$ cat src/rtl/sed_pkg.sv
// ----------------------------------------------------------------------------
// sed_pkg
// shared constants and helpers for the string escape decoder
// ----------------------------------------------------------------------------
package sed_pkg;

  localparam int unsigned ByteW = 8;
  localparam int unsigned StatW = 2;

  typedef logic [ByteW-1:0] byte_t;
  typedef logic [StatW-1:0] stat_t;

  localparam stat_t StByte   = 2'd0;
  localparam stat_t StAccept = 2'd1;
  localparam stat_t StReject = 2'd2;

  localparam byte_t ChQuote = 8'h22;
  localparam byte_t ChBslash = 8'h5c;
  localparam byte_t ChLowN = 8'h6e;
  localparam byte_t ChLowR = 8'h72;
  localparam byte_t ChLowF = 8'h66;
  localparam byte_t ChLowB = 8'h62;
  localparam byte_t ChLowT = 8'h74;
  localparam byte_t ChLowX = 8'h78;
  localparam byte_t ChZero = 8'h30;
  localparam byte_t ChSeven = 8'h37;
  localparam byte_t ChNine = 8'h39;
  localparam byte_t ChLowA = 8'h61;
  localparam byte_t ChUpA = 8'h41;
  localparam byte_t CodeNl = 8'h0a;
  localparam byte_t CodeCr = 8'h0d;
  localparam byte_t CodeFf = 8'h0c;
  localparam byte_t CodeBs = 8'h08;
  localparam byte_t CodeTab = 8'h09;

  typedef struct packed {
    logic       ok;
    logic [3:0] val;
  } hex_t;

  function automatic hex_t hex_digit(input byte_t c);
    hex_t  h;
    byte_t d;
    h = '0;
    d = '0;
    if (c >= ChZero && c <= ChNine) begin
      d     = c - ChZero;
      h.ok  = 1'b1;
      h.val = d[3:0];
    end else if (c >= ChLowA && c <= ChLowA + 8'd5) begin
      d     = c - ChLowA + 8'd10;
      h.ok  = 1'b1;
      h.val = d[3:0];
    end else if (c >= ChUpA && c <= ChUpA + 8'd5) begin
      d     = c - ChUpA + 8'd10;
      h.ok  = 1'b1;
      h.val = d[3:0];
    end
    return h;
  endfunction

endpackage

$ cat src/rtl/string_escape_decoder.sv
// ----------------------------------------------------------------------------
// string_escape_decoder
// decodes one double-quoted string literal with backslash escapes
// ----------------------------------------------------------------------------
// Raw bytes of a literal enter on the in_ stream, quotes included, with
// in_tlast on the closing byte. Each decoded content byte leaves on the
// out_ stream with out_tuser = byte status; the closing byte gives one
// transaction with status accept or reject and zero data. Opening quote,
// backslash and non-last escape digits give no transaction.
// A result is registered into the output register, or into the skid
// register while the receiver stalls. Throughput: one byte per cycle
// while in_tready is high; the decode is a single pass from the input
// port and the phase register into the result register.
// A skid register behind the output register lets one more transaction
// be taken while the receiver stalls; in_tready drops only when both are
// full, and rises again as soon as the receiver takes a result.
// Reset (rst_n low, synchronous) empties both registers and returns the
// decoder to waiting for an opening quote.
module string_escape_decoder (
  input  logic                 clk,
  input  logic                 rst_n,
  input  logic                 in_tvalid,
  output logic                 in_tready,
  input  sed_pkg::byte_t       in_tdata,   // [7:0] in_char
  input  logic                 in_tlast,
  output logic                 out_tvalid,
  input  logic                 out_tready,
  output sed_pkg::byte_t       out_tdata,  // [7:0] out_byte
  output sed_pkg::stat_t       out_tuser   // [1:0] status
);
  import sed_pkg::*;

  typedef enum logic [3:0] {
    PH_OPEN = 4'd0,
    PH_BODY = 4'd1,
    PH_ESC  = 4'd2,
    PH_HEX1 = 4'd3,
    PH_HEX2 = 4'd4,
    PH_OCT1 = 4'd5,
    PH_OCT2 = 4'd6,
    PH_OCT3 = 4'd7,
    PH_ERR  = 4'd8
  } phase_t;

  phase_t phase_r, phase_nxt;
  byte_t  pv_r, pv_nxt;
  logic   emit;
  byte_t  res_byte;
  stat_t  res_stat;
  hex_t   hd;
  logic   oct_ok;

  logic   out_vld_r, skid_vld_r;
  byte_t  out_byte_r, skid_byte_r;
  stat_t  out_stat_r, skid_stat_r;
  logic   in_fire, out_fire;

  assign in_tready  = !skid_vld_r;
  assign in_fire    = in_tvalid && in_tready;
  assign out_fire   = out_vld_r && out_tready;
  assign out_tvalid = out_vld_r;
  assign out_tdata  = out_byte_r;
  assign out_tuser  = out_stat_r;

  assign hd     = hex_digit(in_tdata);
  assign oct_ok = (in_tdata >= ChZero) && (in_tdata <= ChSeven);

  always_comb begin
    phase_nxt = phase_r;
    pv_nxt    = pv_r;
    emit      = 1'b0;
    res_byte  = '0;
    res_stat  = StByte;
    if (in_tlast) begin
      phase_nxt = PH_OPEN;
      pv_nxt    = '0;
      emit      = 1'b1;
      res_stat  = (phase_r == PH_BODY && in_tdata == ChQuote) ? StAccept : StReject;
    end else begin
      case (phase_r)
        PH_OPEN: begin
          phase_nxt = (in_tdata == ChQuote) ? PH_BODY : PH_ERR;
        end
        PH_BODY: begin
          if (in_tdata == ChBslash) begin
            phase_nxt = PH_ESC;
          end else begin
            emit     = 1'b1;
            res_byte = in_tdata;
          end
        end
        PH_ESC: begin
          phase_nxt = PH_BODY;
          emit      = 1'b1;
          case (in_tdata)
            ChLowN:  res_byte = CodeNl;
            ChLowR:  res_byte = CodeCr;
            ChLowF:  res_byte = CodeFf;
            ChLowB:  res_byte = CodeBs;
            ChLowT:  res_byte = CodeTab;
            ChQuote: res_byte = ChQuote;
            ChBslash: res_byte = ChBslash;
            ChLowX: begin
              emit      = 1'b0;
              pv_nxt    = '0;
              phase_nxt = PH_HEX1;
            end
            ChZero: begin
              emit      = 1'b0;
              pv_nxt    = '0;
              phase_nxt = PH_OCT1;
            end
            default: begin
              emit      = 1'b0;
              phase_nxt = PH_ERR;
            end
          endcase
        end
        PH_HEX1, PH_HEX2: begin
          if (!hd.ok) begin
            phase_nxt = PH_ERR;
          end else begin
            pv_nxt = {pv_r[3:0], hd.val};
            if (phase_r == PH_HEX1) begin
              phase_nxt = PH_HEX2;
            end else begin
              phase_nxt = PH_BODY;
              emit      = 1'b1;
              res_byte  = pv_nxt;
            end
          end
        end
        PH_OCT1, PH_OCT2, PH_OCT3: begin
          if (!oct_ok) begin
            phase_nxt = PH_ERR;
          end else begin
            pv_nxt = {pv_r[4:0], in_tdata[2:0]};
            case (phase_r)
              PH_OCT1: phase_nxt = PH_OCT2;
              PH_OCT2: phase_nxt = PH_OCT3;
              default: begin
                phase_nxt = PH_BODY;
                emit      = 1'b1;
                res_byte  = pv_nxt;
              end
            endcase
          end
        end
        default: begin
          phase_nxt = PH_ERR;
        end
      endcase
    end
  end

  always_ff @(posedge clk) begin
    if (!rst_n) begin
      phase_r    <= PH_OPEN;
      pv_r       <= '0;
      out_vld_r  <= 1'b0;
      skid_vld_r <= 1'b0;
    end else begin
      if (in_fire) begin
        phase_r <= phase_nxt;
        pv_r    <= pv_nxt;
      end
      if (skid_vld_r) begin
        if (out_fire) begin
          out_byte_r <= skid_byte_r;
          out_stat_r <= skid_stat_r;
          skid_vld_r <= 1'b0;
        end
      end else if (in_fire && emit) begin
        if (!out_vld_r || out_tready) begin
          out_vld_r  <= 1'b1;
          out_byte_r <= res_byte;
          out_stat_r <= res_stat;
        end else begin
          skid_vld_r  <= 1'b1;
          skid_byte_r <= res_byte;
          skid_stat_r <= res_stat;
        end
      end else if (out_fire) begin
        out_vld_r <= 1'b0;
      end
    end
  end

endmodule

$ cat config.mk
export PLATFORM = sky130hd
export DESIGN_NAME = string_escape_decoder
export DESIGN_NICKNAME = d
export VERILOG_FILES = /design/src/rtl/sed_pkg.sv /design/src/rtl/string_escape_decoder.sv
export SDC_FILE = /design/constraint.sdc
export NUM_CORES = 1
export LEC_CHECK = 0
export ABC_AREA = 1
export BUFFER_PORTS_ARGS = -buffer_cell sky130_fd_sc_hd__buf_2
export CAP_MARGIN = 25
export CORE_AREA = 2 2 65 67
export DETAILED_ROUTE_END_ITERATION = 6
export DIE_AREA = 0 0 67 69
export PLACE_DENSITY = 0.77
export SETUP_SLACK_MARGIN = 0.3
export SLEW_MARGIN = 20
export SYNTH_ARGS = -nofsm -noshare
export SYNTH_HDL_FRONTEND = slang
export SYNTH_SLANG_ARGS = --single-unit
$ cat constraint.sdc
create_clock -name clk -period 2.73 [get_ports clk]
set_input_delay 0 -clock clk [delete_from_list [all_inputs] [get_ports clk]]
set_output_delay 0 -clock clk [all_outputs]
set_load 0.02 [all_outputs]
### Word level (Yosys, flattened, before mapping)

Cells that the tools add are included.

| word-level totals | value |
|---|---|
| word-level logic and storage cells | 120 |
| bits in registers | 31 |
| output and inout bits | 12 |
| input bits | 13 |

| cells by class | value |
|---|---|
| order comparisons | 7 |
| eq/ne operators | 22 |
| bitwise logic cells | 2 |
| $add $sub $neg | 5 |
| mux-type cells | 50 |
| reductions and logical operators | 26 |

Operators by type and width:

| kind | number |
|---|---|
| 8-bit two-way mux | 10 |
| 8-bit by 7-bit equality test with 1-bit output, second input constant | 7 |
| 7-bit case mux with 7 select lines | 1 |
| 5-bit two-way mux | 7 |
| 8-bit case mux with 4 select lines | 1 |
| 4-bit two-way mux | 5 |
| 4-bit case mux with 5 select lines | 1 |
| 4-bit by 3-bit equality test with 1-bit output, second input constant | 4 |
| 8-bit by 6-bit equality test with 1-bit output, second input constant | 2 |
| 8-bit by 7-bit >= comparator with 1-bit output, second input constant | 2 |
| 8-bit by 6-bit less-or-equal comparator with 1-bit output, second input constant | 2 |
| 8-bit by 7-bit less-or-equal comparator with 1-bit output, second input constant | 2 |
| 5-bit case mux with 3 select lines | 1 |
| 1-bit two-way mux | 14 |
| 2-bit two-way mux | 6 |
| 4-bit case mux with 3 select lines | 1 |
| 4-bit by 1-bit subtractor with 4-bit output, second input constant | 3 |
| 3-bit != test, second input constant | 3 |
| 4-bit adder, second input constant | 2 |
| 4-bit by 2-bit equality test with 1-bit output, second input constant | 2 |
| 8-bit by 6-bit >= comparator with 1-bit output, second input constant | 1 |
| 1-bit logical AND | 8 |
| 4-bit AND reduction | 2 |
| 7-bit OR reduction | 1 |
| other kinds (17) | 24 |

### Depth between registers and ports, before layout

| depth | value |
|---|---|
| depth after elaboration | 12 |
| gate-level depth with buffers | 15 |
| mapped depth without buffers | 15 |

### Worst setup path before layout

Ideal clock, no wire load.

| timing path | value |
|---|---|
| kind | reg-to-reg |
| start | register phase_r[3] |
| end | register out_byte_r[0], in the netlist out_tdata[0] (enable) |
| data arrival time | 1.762 ns |
| library setup time | 0.380 ns |
| stages on the path, launching flop included | 13 |
| required time | 2.350 ns |
| setup slack | 0.588 ns |
| path buffers | 0 |
| cell sequence | dfxtp_1 > inv_1 > nand2_1 > inv_1 > nand2_2 > nor2_1 > nor2_2 > nand2_2 > nand2_2 > a21oi_1 > nand3_1 > nand2_1 > a21oi_1 |

| between the ends | value |
|---|---|
| cells in the longest elaborated chain, start to end | 9 |
| elaborated cells on any way between the ends | 19 |
| classes of those cells | eq/ne: 7; mux: 6; reduce/logical: 6 |

Ends and longest elaborated chain:

| what | RTL line | text |
|---|---|---|
| from (decl) | string_escape_decoder.sv:45 | `phase_t phase_r, phase_nxt;` |
| from (signal assigned) | string_escape_decoder.sv:164 | `phase_r <= phase_nxt;` |
| 4-bit by 3-bit equality test with 1-bit output | string_escape_decoder.sv:80, string_escape_decoder.sv:138 |  |
| 2-bit OR reduction (no line) | - |  |
| 1-bit two-way mux | string_escape_decoder.sv:138 | `case (phase_r)` |
| 1-bit two-way mux | string_escape_decoder.sv:134 | `if (!oct_ok) begin` |
| 1-bit case mux with 4 select lines * | string_escape_decoder.sv:80 | `case (phase_r)` |
| 1-bit two-way mux * | string_escape_decoder.sv:74 | `if (in_tlast) begin` |
| 1-bit logical AND * | string_escape_decoder.sv:173 | `end else if (in_fire && emit) begin` |
| 2-bit nonzero test (no line) * | - |  |
| 4-bit AND reduction (no line) * | - |  |
| to (signal assigned) | string_escape_decoder.sv:169 | `out_byte_r <= skid_byte_r;` |
| to (signal assigned) | string_escape_decoder.sv:176 | `out_byte_r <= res_byte;` |
| to (decl) | string_escape_decoder.sv:54 | `byte_t out_byte_r, skid_byte_r;` |

Every way passes the cells marked *; elsewhere a longest branch is shown, timed or not.
A chain may end at the register's enable or synchronous reset.

### Final worst setup path

| timing path | value |
|---|---|
| start | register phase_r[1] |
| end | register out_byte_r[2], in the netlist out_tdata[2] (enable) |

Same word-level chain as after synthesis.

==> qor.csv <==
stage;metric;value;unit
status;outcome;completed;
grt;vias in the first global route;2062;
min_path;worst hold path class;in2reg;
clocking;post-CTS setup buffers;0;
critical_path;worst reg2reg startpoint;phase_r[1];
synth;sequential-to-total area share from yosys stat;0.3734;
grt;gr usage total;0.2646;
drt;post-route antenna net violation count;0;
timing;final setup fails;0;
timing;Final Hold Fails;0;
drt;WL final;5497;um
cells_and_area;Fillers;385;
synth;Synth cell types;35;
die;die area;4623;um2
place;HPWL after DPL;4251;um
cells_and_area;multi-input logic area;1194;um2
synth;FF+latch count, synth;31;
cells_and_area;Synth-to-Final Area Change;13.09;%
clocking;CTS tree;built;
min_path;hold path endpoint;skid_vld_r;
grt;gr ovfl total;0;
cells_and_area;share of layout cells above drive strength 1;0.1686;
critical_path;CP peak stage delay;450;ps
critical_path;CP Class;reg2reg;
cells_and_area;Post-layout nets;366;
place;GP Congestion;0.9753;
die;# IOs;25;
critical_path;Crit. End Element;flop;
critical_path;Worst path slowest cell;dfxtp_1;
clocking;H-tree levels;2;
grt;first-pass GRT wire length;9370;um
die;Chip Height;69;um
critical_path;critical-path cell list;inv_2 > nand2_1 > nand2_2 > nor2_1 > nor2_2 > nand2_2 > nand2_2 > a21oi_1 > nand3_1 > nand2_1 > a21oi_1 > buf_4;
die;Placeable Area;3914;um2
timing;final slew viol count;0;
timing;RSZ-0062 raised after global routing;false;
pwr;Pleak;1.162;nW
synth;biggest area consumer among synthesized cells;edfxtp_1;
min_path;Hold Startpoint;rst_n;
grt;largest net degree at the start of global routing;19;
synth;Gate Count Post-Synth;320;
grt;initial antenna violation count;0;
flow_run;Max-Cap Viols;0;
synth;syn avg cell area;6.870;um2
critical_path;Critical path origin;phase_r[1];
critical_path;Worst path most repeated cell;nand2_2;
pwr;IR drop worst, VDD;0.0001950;V
drt;routed len/inst;13.74;um
drt;1st-iter DRT viols;142;
synth;number of synthesized flops with an enable pin;20;
timing;Tmin final;2130;ps
clocking;# resized after CTS;0;
clocking;clock-pin slew on the worst setup and hold paths;70;ps
synth;Synth Cell Area;2198;um2
critical_path;Worst Setup Start Kind;flop;
synth;Yosys top cell area share;0.2732;
synth;yosys warns;0;
clocking;clk_lat worst skew;280;ps
timing;FMAX;469.4;MHz
synth;Syn Nets;337;
critical_path;register-to-register setup slack;600;ps
timing;worst slew pin tran;584.1;ps
clocking;CTS Buf Count;5;
synth;commonest cells in the synthesized netlist;103 x nand2_1, 35 x inv_1, 26 x nand3_1;
clocking;CTS max path bufs;2;
die;initial core utilization;0.5617;
place;PortBufs;24;
drt;DR vias;2187;
clocking;Clock Tree Root;clkbuf_8;
synth;ys async rst share;0;
clocking;Clock Sink Count;31;
synth;top-count cell post-synth;nand2_1;
cells_and_area;final core utilization;0.6352;
clocking;hold buffers post-CTS;0;
critical_path;crit-path leading delay family;simple AND/OR/NAND/NOR gates;
critical_path;Worst EP required;2770;ps
pwr;PD cells;421.1;nW/um2
critical_path;Max FO, Critical Path;10;
die;chip width;67;um
pwr;Pwr Total;1.047;mW
drt;vias per inst;5.468;
timing;hold_ws;45.93;ps
critical_path;Worst R2R Path Depth;12;
critical_path;worst path bufs/invs;2;
synth;Top FF cell, synth;edfxtp_1;
drt;1st-pass router iterations;5;
min_path;Hold Path Stages;3;
timing;skew final;8.420;ps
timing;setup TNS;0;ps
timing;Worst slew margin;0.6101;
timing;period utilization;0.7803;
drt;drc violations;0;
cells_and_area;register area;820.8;um2
critical_path;CP arrival;2170;ps
critical_path;R2R Path End;out_tdata[2];
die;row count;23;
synth;ranking of synthesized cells by area;edfxtp_1 27%, nand2_1 18%, dfxtp_1 10%;
cells_and_area;number of diodes;0;
## metrics by stage
stage / area [um2] / std cells / worst slack (ps)
2_1_floorplan: 2198 / 320 / 587.8
3_3_place_gp: 2379 / 392 / 439.5
3_5_place_dp: 2379 / 392 / 409.4
4_1_cts: 2486 / 400 / 626.9
5_1_grt: 2486 / 400 / 359.6
6_report: 2486 / 400 / 599.7
## cell type report
| class | instances | share of cell area |
|---|---|---|
| Inverter | 44 | 0.06694 |
| Sequential cell | 31 | 0.3301 |
| Multi-Input combinational cell | 241 | 0.4801 |
| Tap cell | 50 | 0.02516 |
| Timing Repair Buffer | 26 | 0.05435 |
| Clock buffer | 5 | 0.02768 |
| Clock inverter | 3 | 0.01560 |
## power by group
part / switching (mW) / total (mW) / internal (mW)
clock network: 0.167 / 0.433 / 0.267
registers: 0.00277 / 0.503 / 0.500
logic: 0.0794 / 0.110 / 0.0310
total: 0.249 / 1.05 / 0.798
## metal layers
layer	vias to the layer above	track usage	wire [um]
met4	0	0.1429	170
met2	83	0.4114	2741
met5	-	0	0
met1	977	0.3428	2213
met3	15	0.04731	372
li1	1112	-	-
## worst reg2reg max path, cell delays in order, from the launching register on
cell and delay [ps]:
dfxtp_1 450, inv_2 80, nand2_1 140, nand2_2 120
nor2_1 180, nor2_2 90, nand2_2 70, nand2_2 70
a21oi_1 150, nand3_1 90, nand2_1 150, a21oi_1 80
buf_4 190
## how the worst max path moves through the flow
stage / endpoint / cells past startpoint / slack [ps]
after floorplan: out_tdata[0] / 12 / 590
after global placement: out_tdata[3] / 14 / 440
after detailed placement: out_tdata[1] / 14 / 410
after CTS: out_tdata[1] / 12 / 630
after global routing: out_tdata[2] / 12 / 360
final: out_tdata[2] / 12 / 600
## placed cells by master (no fill, tap or decap), drive strengths merged, types with 3 or more instances in the layout
| master | instances |
|---|---|
| xor2 | 3 |
| ha | 4 |
| edfxtp | 20 |
| buf | 26 |
| dfxtp | 11 |
| a21oi | 22 |
| nand4 | 7 |
| nor2 | 28 |
| nand2 | 111 |
| clkbuf | 5 |
| nand3 | 30 |
| nor3 | 6 |
| inv | 41 |
| o21ai | 21 |
| clkinv | 5 |
## cell families (layout without fill, tap and decap cells)
| kind of cell | after synthesis | in the layout | share of synthesized area |
|---|---|---|---|
| AOI/OAI and AO/OA | 51 | 51 | 0.1264 |
| xor gates and xnor gates | 3 | 3 | 0.01195 |
| adders and majority gates | 4 | 4 | 0.02277 |
| buffers and inverters | 48 | 78 | 0.08367 |
| DFF | 31 | 31 | 0.3734 |
| and+or+nand+nor | 183 | 183 | 0.3819 |
## state kept, by name, indices dropped and copies added, names as in the netlist
name	flops
skid_byte_r	8
pv_r	5
out_tuser	2
phase_r	4
out_tdata	8
skid_vld_r	1
out_tvalid	1
skid_stat_r	2
Note: power is estimated with default switching activity, not from simulation.
